### src/hdl/lzwb_pkg.sv
// ----------------------------------------------------------------------------
// lzwb_pkg: shared types and constants for the LZW base64 image decoder
// Code and byte widths, dictionary geometry, entry layouts, sequencer states.
// ----------------------------------------------------------------------------
package lzwb_pkg;

    localparam int CODE_W        = 12;
    localparam int DICT_SIZE     = 1 << CODE_W;
    localparam int BYTE_W        = 8;
    localparam int LITERAL_COUNT = 1 << BYTE_W;
    localparam int MAX_STRING    = 64;
    localparam int STK_AW        = $clog2(MAX_STRING);
    localparam int LEN_W         = CODE_W;
    localparam int LEN_MAX       = (1 << LEN_W) - 1;
    localparam int NFC_W         = CODE_W + 1;
    localparam int ROW_W         = 16;
    localparam int ROW_WIDTH_RST = 256;
    localparam int B64_W         = 6;

    typedef logic [CODE_W-1:0] code_t;
    typedef logic [BYTE_W-1:0] byte_t;
    typedef logic [LEN_W-1:0]  len_t;

    // prefix chain link: walked once per output byte
    typedef struct packed {
        code_t prefix;
        byte_t suffix;
    } chain_entry_t;

    // per-entry summary used when a new entry is built
    typedef struct packed {
        byte_t first;
        len_t  len;
    } info_entry_t;

    typedef struct packed {
        logic         en;
        code_t        addr;
        chain_entry_t chain;
        info_entry_t  info;
    } dict_wr_t;

    typedef enum logic [2:0] {
        ST_IDLE,
        ST_LOOKUP,
        ST_DECIDE,
        ST_WSTART,
        ST_WALK,
        ST_ESTART,
        ST_EMIT,
        ST_ERR
    } state_t;

endpackage

### src/hdl/lzwb_b64.sv
// ----------------------------------------------------------------------------
// lzwb_b64: base64 character decoder
// Maps one ASCII character to its six-bit value; flags characters outside
// the alphabet and returns zero for them.
// ----------------------------------------------------------------------------
module lzwb_b64
(
    input  lzwb_pkg::byte_t                ch,
    output logic [lzwb_pkg::B64_W-1:0]     value,
    output logic                           bad
);

    always_comb
    begin
        bad   = 1'b0;
        value = '0;
        case (ch) inside
            ["A":"Z"]: value = lzwb_pkg::B64_W'(ch - 8'("A"));
            ["a":"z"]: value = lzwb_pkg::B64_W'(ch - 8'("a") + 8'd26);
            ["0":"9"]: value = lzwb_pkg::B64_W'(ch - 8'("0") + 8'd52);
            8'("+"):   value = lzwb_pkg::B64_W'(62);
            8'("/"):   value = lzwb_pkg::B64_W'(63);
            default:   bad   = 1'b1;
        endcase
    end

endmodule

### config.mk
export PLATFORM = sky130hd
export DESIGN_NAME = lzwb_b64
export DESIGN_NICKNAME = d
export VERILOG_FILES = /design/src/hdl/lzwb_pkg.sv /design/src/hdl/lzwb_b64.sv
export SDC_FILE = /design/constraint.sdc
export NUM_CORES = 1
export LEC_CHECK = 0
export BUFFER_PORTS_ARGS = -buffer_cell sky130_fd_sc_hd__buf_4
export CAP_MARGIN = 40
export CORE_AREA = 2 2 39 41
export DETAILED_ROUTE_END_ITERATION = 16
export DIE_AREA = 0 0 41 43
export MAX_ROUTING_LAYER = met4
export PLACE_DENSITY = 0.73
export SKIP_LAST_GASP = 1
export SLEW_MARGIN = 20
export SYNTH_ARGS = -nofsm -noshare
export SYNTH_HDL_FRONTEND = slang
export SYNTH_SLANG_ARGS = --single-unit
### constraint.sdc
create_clock -name vclk -period 1.74
set_clock_uncertainty 0.05 [all_clocks]
set_input_delay 0 -clock vclk [all_inputs]
set_output_delay 0 -clock vclk [all_outputs]
set_load 0.1 [all_outputs]
==> metrics.md, run 1 <==
| Metric | Value |
|---|---|
| Status | `finished with violations` |
| Failing checks | `setup timing` |
| Antenna cells | `0` |
| Total Power | `344.0 uW` |
| Final setup viols | `1` |
| Initial antenna violation count | `0` |
| Peak supply drop | `0.2395 mV` |
| Final nets | `131` |
| Die ar. | `1763 um^2` |
| Row count | `14` |
| Share of cells above drive strength 1 | `0.5982` |
| Post-DR vias/cell | `5.688` |
| Die X | `41 um` |
| Number of cells after detailed placement | `124` |
| First-pass GRT wire length | `2918 um` |
| Placer Congestion | `0.9110` |
| Syn_area_per_cell | `7.524 um^2` |
| Chip Height | `43 um` |
| Global route overflow | `0` |
| Post-route ant nets | `0` |
| Max-slew violations | `0` |
| Vias in the first global route | `661` |
| Clkbuf count | `0` |
| Yosys cell types | `33` |
| Total Routed Length | `1969 um` |
| Hold Path Class | `in2out` |
| Final worst setup slack | `-0.005980 ns` |
| Remaining DRCs | `0` |
| WP data required | `1.69 ns` |
| Period minus WS final | `1.746 ns` |
| Number of synthesis warnings | `0` |
| Final Util | `0.7559` |
| Storage element area | `0 um^2` |
| Actual slew at the worst max-slew pin | `0.3165 ns` |
| Post-synth top area cell | `ha_1` |
| Num ports | `15` |
| F_max | `572.7 MHz` |
| Initial Util | `0.4024` |
| Seq Cell Count | `0` |
| Largest net degree at the start of global routing | `11` |
| CP Class | `in2out` |
| DR vias | `728` |
| Register area share after synthesis | `0` |
| Final period util | `1.003` |
| Pwr dens | `328.9 nW/um^2` |
| Worst Path Arrival | `1.70 ns` |
| Worst setup EP type | `output port` |
| Fin cells | `128` |
| Port Buffers | `15` |
| Post-Place Worst Slack | `-0.1192 ns` |
| Synth area leaders | `ha_1 20%, a21oi_1 6.3%, a311oi_4 4.7%, xor2_1 4.7%, a22oi_2 4.5%` |
| CP startpoint kind | `primary input` |
| Fill cell count | `99` |
| Area Growth Syn to Fin | `87.86%` |
| Synthesized instance count | `74` |
| Total GRT Usage | `0.2395` |
| Core Footprint | `1384 um^2` |
| Syn nets | `91` |
| Drt initial violations | `16` |
| Leakage | `0.4637 nW` |
| Max-slew headroom | `0.7874` |
| Post-Syn Area | `556.8 um^2` |
| Max Cap Viol | `0` |
| Placed wire-length estimate | `1445 um` |
| Wire per inst | `15.38 um` |
| Synth top area share | `0.2022` |
| Hold-fix buffers, CTS | `0` |
| RSZ-0062 raised after global routing | `yes` |
| Pre-antenna DRT Iters | `4` |
| Final hold vios | `0` |
| Critical path fanouts, max | `7` |
-- cells in the final DEF (no fill, tap or decap), types with 3 or more instances in the layout --
master	Yosys	layout
nand2b_1	4	3
buf_6	1	3
buf_12	0	4
inv_1	6	3
a21oi_1	7	6
xor2_1	3	3
nand2_1	5	4
nor3_1	3	3
nor2_1	4	4
o21ai_2	0	4
buf_4	0	32
ha_1	9	6
a22oi_2	2	3
-- repair_timing --
| item | CTS | global route |
|---|---|---|
| hold endpoints to repair | 0 | 0 |
| setup buffers | 1 | 5 |
| gates resized for setup | 7 | 23 |
| setup endpoints to repair | 7 | 7 |
| pin swaps | 0 | 3 |
-- path summary, 6_finish.rpt --
check	from	endpoint	slack [ns]	cells after the start
setup / recovery	ch[1]	bad	-0.006	11
hold / removal	ch[7]	value[0]	0.56	5
-- report_power, final --
group	switching [mW]	internal [mW]	total, mW
combinational	0.206	0.138	0.344
clock	0	0	0
sequential	0	0	0
-- Yosys cell counts --
cell,instances
o22ai_2,1
nand3_1,1
xor2_1,3
a22oi_2,2
nor4b_1,1
xnor2_1,1
o21ai_0,2
mux2i_1,1
a31oi_1,1
a32oi_1,1
nor2b_1,2
a31o_2,1
nand4_2,1
nand2b_1,4
nor3b_4,1
nor2_4,1
nand3b_1,1
nor2_1,4
a22oi_1,1
o21ai_1,5
nor4_1,1
a21oi_1,7
buf_6,1
nand2_1,5
ha_1,9
a21o_1,1
nor3_1,3
inv_1,6
a311oi_4,1
a221oi_1,2
nor3b_1,1
and3_1,1
buf_2,1
-- routing by layer --
| metal | up-vias | global-route usage | wire (um) | part of all wire |
|---|---|---|---|---|
| met1 | 360 | 0.2943 | 792 | 0.40 |
| met2 | 15 | 0.4406 | 1136 | 0.58 |
| met3 | 0 | 0 | 40 | 0.020 |
| met5 | - | - | 0 | 0 |
| met4 | 0 | 0 | 0 | 0 |
| li1 | 353 | - | - | - |
-- final cells by class --
cell class | count | area, um^2 | area share
multi-input cells | 66 | 629.4 | 0.6017
repair buffers | 40 | 369.1 | 0.3529
inverters | 6 | 27.53 | 0.02632
well taps | 16 | 20.02 | 0.01914
-- logic make-up after synthesis --
| kind of cell | count (synthesis) | synth area share |
|---|---|---|
| compound gates | 25 | 0.3416 |
| xor+xnor | 4 | 0.06293 |
| fa+ha+maj | 9 | 0.2023 |
| buf+inv | 8 | 0.06965 |
| mux | 1 | 0.01798 |
| simple gates | 27 | 0.3056 |
-- critical path, cell delays in order --
cell and delay, ns:
buf_4 0.11, buf_4 0.16, ha_1 0.19, nand2_2 0.08, a31oi_4 0.09, nor3b_4 0.16
buf_4 0.16, buf_4 0.13, buf_4 0.13, nor4_4 0.22, buf_6 0.26
-- through the flow --
stage	setup TNS (ns)	hold WS [ns]	cell area, um^2
finish	-0.005980	0.5581	1046
global route	-0.1244	0.5895	1046
CTS	-0.02279	0.5247	925.9
detailed placement	-0.3168	0.5572	892.1
global placement	-0.06957	0.5231	892.1
floorplan	-0.7877	0.3977	626.9
No activity file was read; power rests on OpenSTA's default activity.
==> run 2, diff against run 1 <==
--- a/config.mk
+++ b/config.mk
@@ -5,13 +5,14 @@
 export SDC_FILE = /design/constraint.sdc
 export NUM_CORES = 1
 export LEC_CHECK = 0
+export ABC_AREA = 1
 export BUFFER_PORTS_ARGS = -buffer_cell sky130_fd_sc_hd__buf_4
 export CAP_MARGIN = 40
 export CORE_AREA = 2 2 39 41
 export DETAILED_ROUTE_END_ITERATION = 16
 export DIE_AREA = 0 0 41 43
 export MAX_ROUTING_LAYER = met4
-export PLACE_DENSITY = 0.73
+export PLACE_DENSITY = 0.9
 export SKIP_LAST_GASP = 1
 export SLEW_MARGIN = 20
 export SYNTH_ARGS = -nofsm -noshare
==> run 2 against run 1 <==
Combinational power hardly changed. Hold slack lost 0.013 ns. Fmax increased by 15%. Sequential share of layout area unchanged. The flow now finishes without violations. Count of clock-buffer cells in the layout stayed put. Non-clock buffer count fell by 24. Power up 0.58%. Global-route usage up 1.2 points.
==> metrics.md, run 2 <==
| Metric | Value |
|---|---|
| Final period util | `0.8749 (-0.1285)` |
| Critical path fanouts, max | `9 (+2)` |
| Combinational share of power | `1.000 (about the same)` |
| Synth Area in Adders | `0.1473 (-0.05495)` |
| Total Power | `346.0 uW (+0.58%)` |
| Worst path slowest cell | `ha_1` |
| Top cells by count, synth | `34 x nand2_1, 32 x nand3_1, 17 x inv_1` |
| RSZ-0062 raised after global routing | `no` |
| Crit path top cell by count | `nand2_2` |
| Synthesized instance count | `136 (+84%)` |
| Post-synthesis simple-gate area fraction | `0.6039 (+0.2983)` |
| Worst Path Arrival | `1.47 ns (-0.23 ns)` |
| Vias in the first global route | `772 (+17%)` |
| Placed wire-length estimate | `1540 um (+6.6%)` |
| F_max | `656.9 MHz (+15%)` |
| Seq Cell Count | `0 (unchanged)` |
| CP bufs+invs | `3 (-3)` |
| Compound-gate portion of the synthesized area | `0.03273 (-0.3088)` |
| Clkbuf count | `0 (unchanged)` |
| CP Class | `in2out` |
| Max-slew violations | `0 (unchanged)` |
| Most frequent cells in the layout | `34 x nand2_1, 31 x nand3_1, 17 x inv_1, 16 x buf_4, 9 x ha_1` |
| Post_cts resized | `0 (-7)` |
| Most numerous cell in the Yosys netlist | `nand2_1` |
| Clock power share | `0 (unchanged)` |
| Pre-antenna DRT Iters | `4 (unchanged)` |
| Largest net degree at the start of global routing | `11 (unchanged)` |
| Num ports | `15 (unchanged)` |
| Storage element area | `0 um^2 (unchanged)` |
| Syn nets | `153 (+68%)` |
| Yosys cell types | `22 (-33%)` |
| Pwr dens | `388.4 nW/um^2 (+18%)` |
| Post-Syn Area | `764.5 um^2 (+37%)` |
| Worst path cell trace | `buf_4 > inv_1 > ha_1 > nand2_1 > nand2_1 > nand3_1 > nand2_2 > nand2_4 > nand2_2 > nand2_2 > nor2_4 > buf_4` |
| Hold Path Class | `in2out` |
| Area Growth Syn to Fin | `16.53%` |
| WP data required | `1.69 ns (about the same)` |
| Final hold vios | `0 (unchanged)` |
| Post-synth top area cell | `nand3_1` |
| Actual slew at the worst max-slew pin | `0.2747 ns (-0.04178 ns)` |
| Register area share after synthesis | `0 (unchanged)` |
| Die ar. | `1763 um^2 (unchanged)` |
| Wire per inst | `11.22 um (-27%)` |
| Worst setup EP type | `output port` |
| First-pass GRT wire length | `3187 um (+9.2%)` |
| Initial antenna violation count | `0 (unchanged)` |
| Share of cells above drive strength 1 | `0.2416 (-0.3566)` |
| Number of synthesis warnings | `0 (unchanged)` |
| Row count | `14 (unchanged)` |
| DR vias | `893 (+23%)` |
| Core Footprint | `1384 um^2 (unchanged)` |
| Fin Setup TNS | `0 ns (+0.005980 ns)` |
| Post-route ant nets | `0 (unchanged)` |
| Antenna cells | `0 (unchanged)` |
| Die X | `41 um (unchanged)` |
| Mux share of post-synthesis cell area | `0 (-0.01798)` |
| Total Routed Length | `1852 um (-5.9%)` |
| Port Buffers | `15 (unchanged)` |
| CP delay by family, top | `simple AND/OR/NAND/NOR gates` |
| Max-slew headroom | `0.8163 (+0.02894)` |
| Main combinational cell family by area after synthesis | `simple AND/OR/NAND/NOR gates` |
| Drt initial violations | `54 (+38)` |
| Synth top area share | `0.2095 (+0.007245)` |
| Seq pwr share | `0 (unchanged)` |
| Final setup viols | `0 (-1)` |
| Commonest non-fill, non-tap cell in the layout | `nand2_1` |
| Fill cell count | `132 (+33%)` |
| Remaining DRCs | `0 (unchanged)` |
| Setup Fix Bufs, Post-CTS | `0 (-1)` |
| Initial Util | `0.5524 (+0.1501)` |
| Final nets | `168 (+28%)` |
| Post-Synth XOR/XNOR Area | `0.08020 (+0.01728)` |
| Synth area leaders | `nand3_1 21%, nand2_1 17%, ha_1 15%, inv_1 8.3%, xor2_1 8.0%` |
| Net Sw Power | `257.8 uW (+25%)` |
| Global route overflow | `0 (unchanged)` |
| Period minus WS final | `1.522 ns (-0.2236 ns)` |
| Peak supply drop | `0.1870 mV (-22%)` |
| Max Cap Viol | `0 (unchanged)` |
| CP startpoint kind | `primary input` |
| CP max stage delay | `0.29 ns (+0.03 ns)` |
| Syn_area_per_cell | `5.621 um^2 (-25%)` |
| Leakage | `0.5095 nW (+9.9%)` |
| Status | `complete, no violations` |
| Chip Height | `43 um (unchanged)` |
| Placer Congestion | `0.9664 (+6.1%)` |
| Total GRT Usage | `0.2518 (+0.01228)` |
| Internal power | `88.25 uW (-36%)` |
| Switching Share | `0.7450 (+0.1463)` |
| Hold-fix buffers, CTS | `0 (unchanged)` |
| Post-DR vias/cell | `5.412 (-4.8%)` |
run 2: cell count changes in the layout (fill, tap and decap cells not counted), moves of 5 or more:
| cell | change |
|---|---|
| a21oi_1 | -5 |
| buf_4 | -16 |
| inv_1 | +14 |
| nand2_1 | +30 |
| nand2_2 | +5 |
| nand3_1 | +30 |
run 2: kinds of logic (layout without fill, tap and decap cells):
family / count (synthesis) / in the layout
AND/OR/NAND/NOR: 94 / 94
buffers and inverters: 23 / 36
adder cells (fa/ha/maj): 9 / 9
XOR/XNOR: 7 / 7
AO/OA/AOI/OAI: 3 / 3
run 2: path summary, 6_finish.rpt:
| path | start | to | slack [ns] | cells after the start |
|---|---|---|---|---|
| worst min-delay path | ch[2] | value[2] | 0.55 | 5 |
| worst max-delay path | ch[2] | bad | 0.22 | 12 |
run 2: per-stage QoR:
step	setup slack, ns	instance area (um^2)	hold slack [ns]	utilization	std cells
2_1_floorplan	0.007589	774.5	0.3181	-	136
3_3_place_gp	0.2834	890.9	0.5379	0.6438	165
3_5_place_dp	0.2331	890.9	0.5471	0.6438	165
4_1_cts	0.2291	890.9	0.5471	0.6438	165
5_1_grt	0.03643	890.9	0.5774	0.6438	165
6_report	0.2177	890.9	0.5455	0.6438	165
run 2: per-layer routing:
layer	wire (um)	vias up	track usage
met5	0	-	-
met4	0	0	0.02000
met3	98	0	0
met2	916	38	0.4125
met1	836	395	0.3513
li1	-	460	-
run 2: cell type report:
| class | count | area, um^2 | share of cell area |
|---|---|---|---|
| Inverter | 20 | 80.08 | 0.08989 |
| Timing Repair Buffer | 16 | 120.1 | 0.1348 |
| Multi-Input combinational cell | 113 | 670.6 | 0.7528 |
| Tap cell | 16 | 20.02 | 0.02247 |
run 2: power groups by stage:
stage          Sequential [mW]  Clock [mW]  Combinational, mW
2_1_floorplan                0           0              0.270
3_3_place_gp                 0           0              0.340
3_5_place_dp                 0           0              0.345
4_1_cts                      0           0              0.345
5_1_grt                      0           0              0.370
6_report                     0           0              0.346
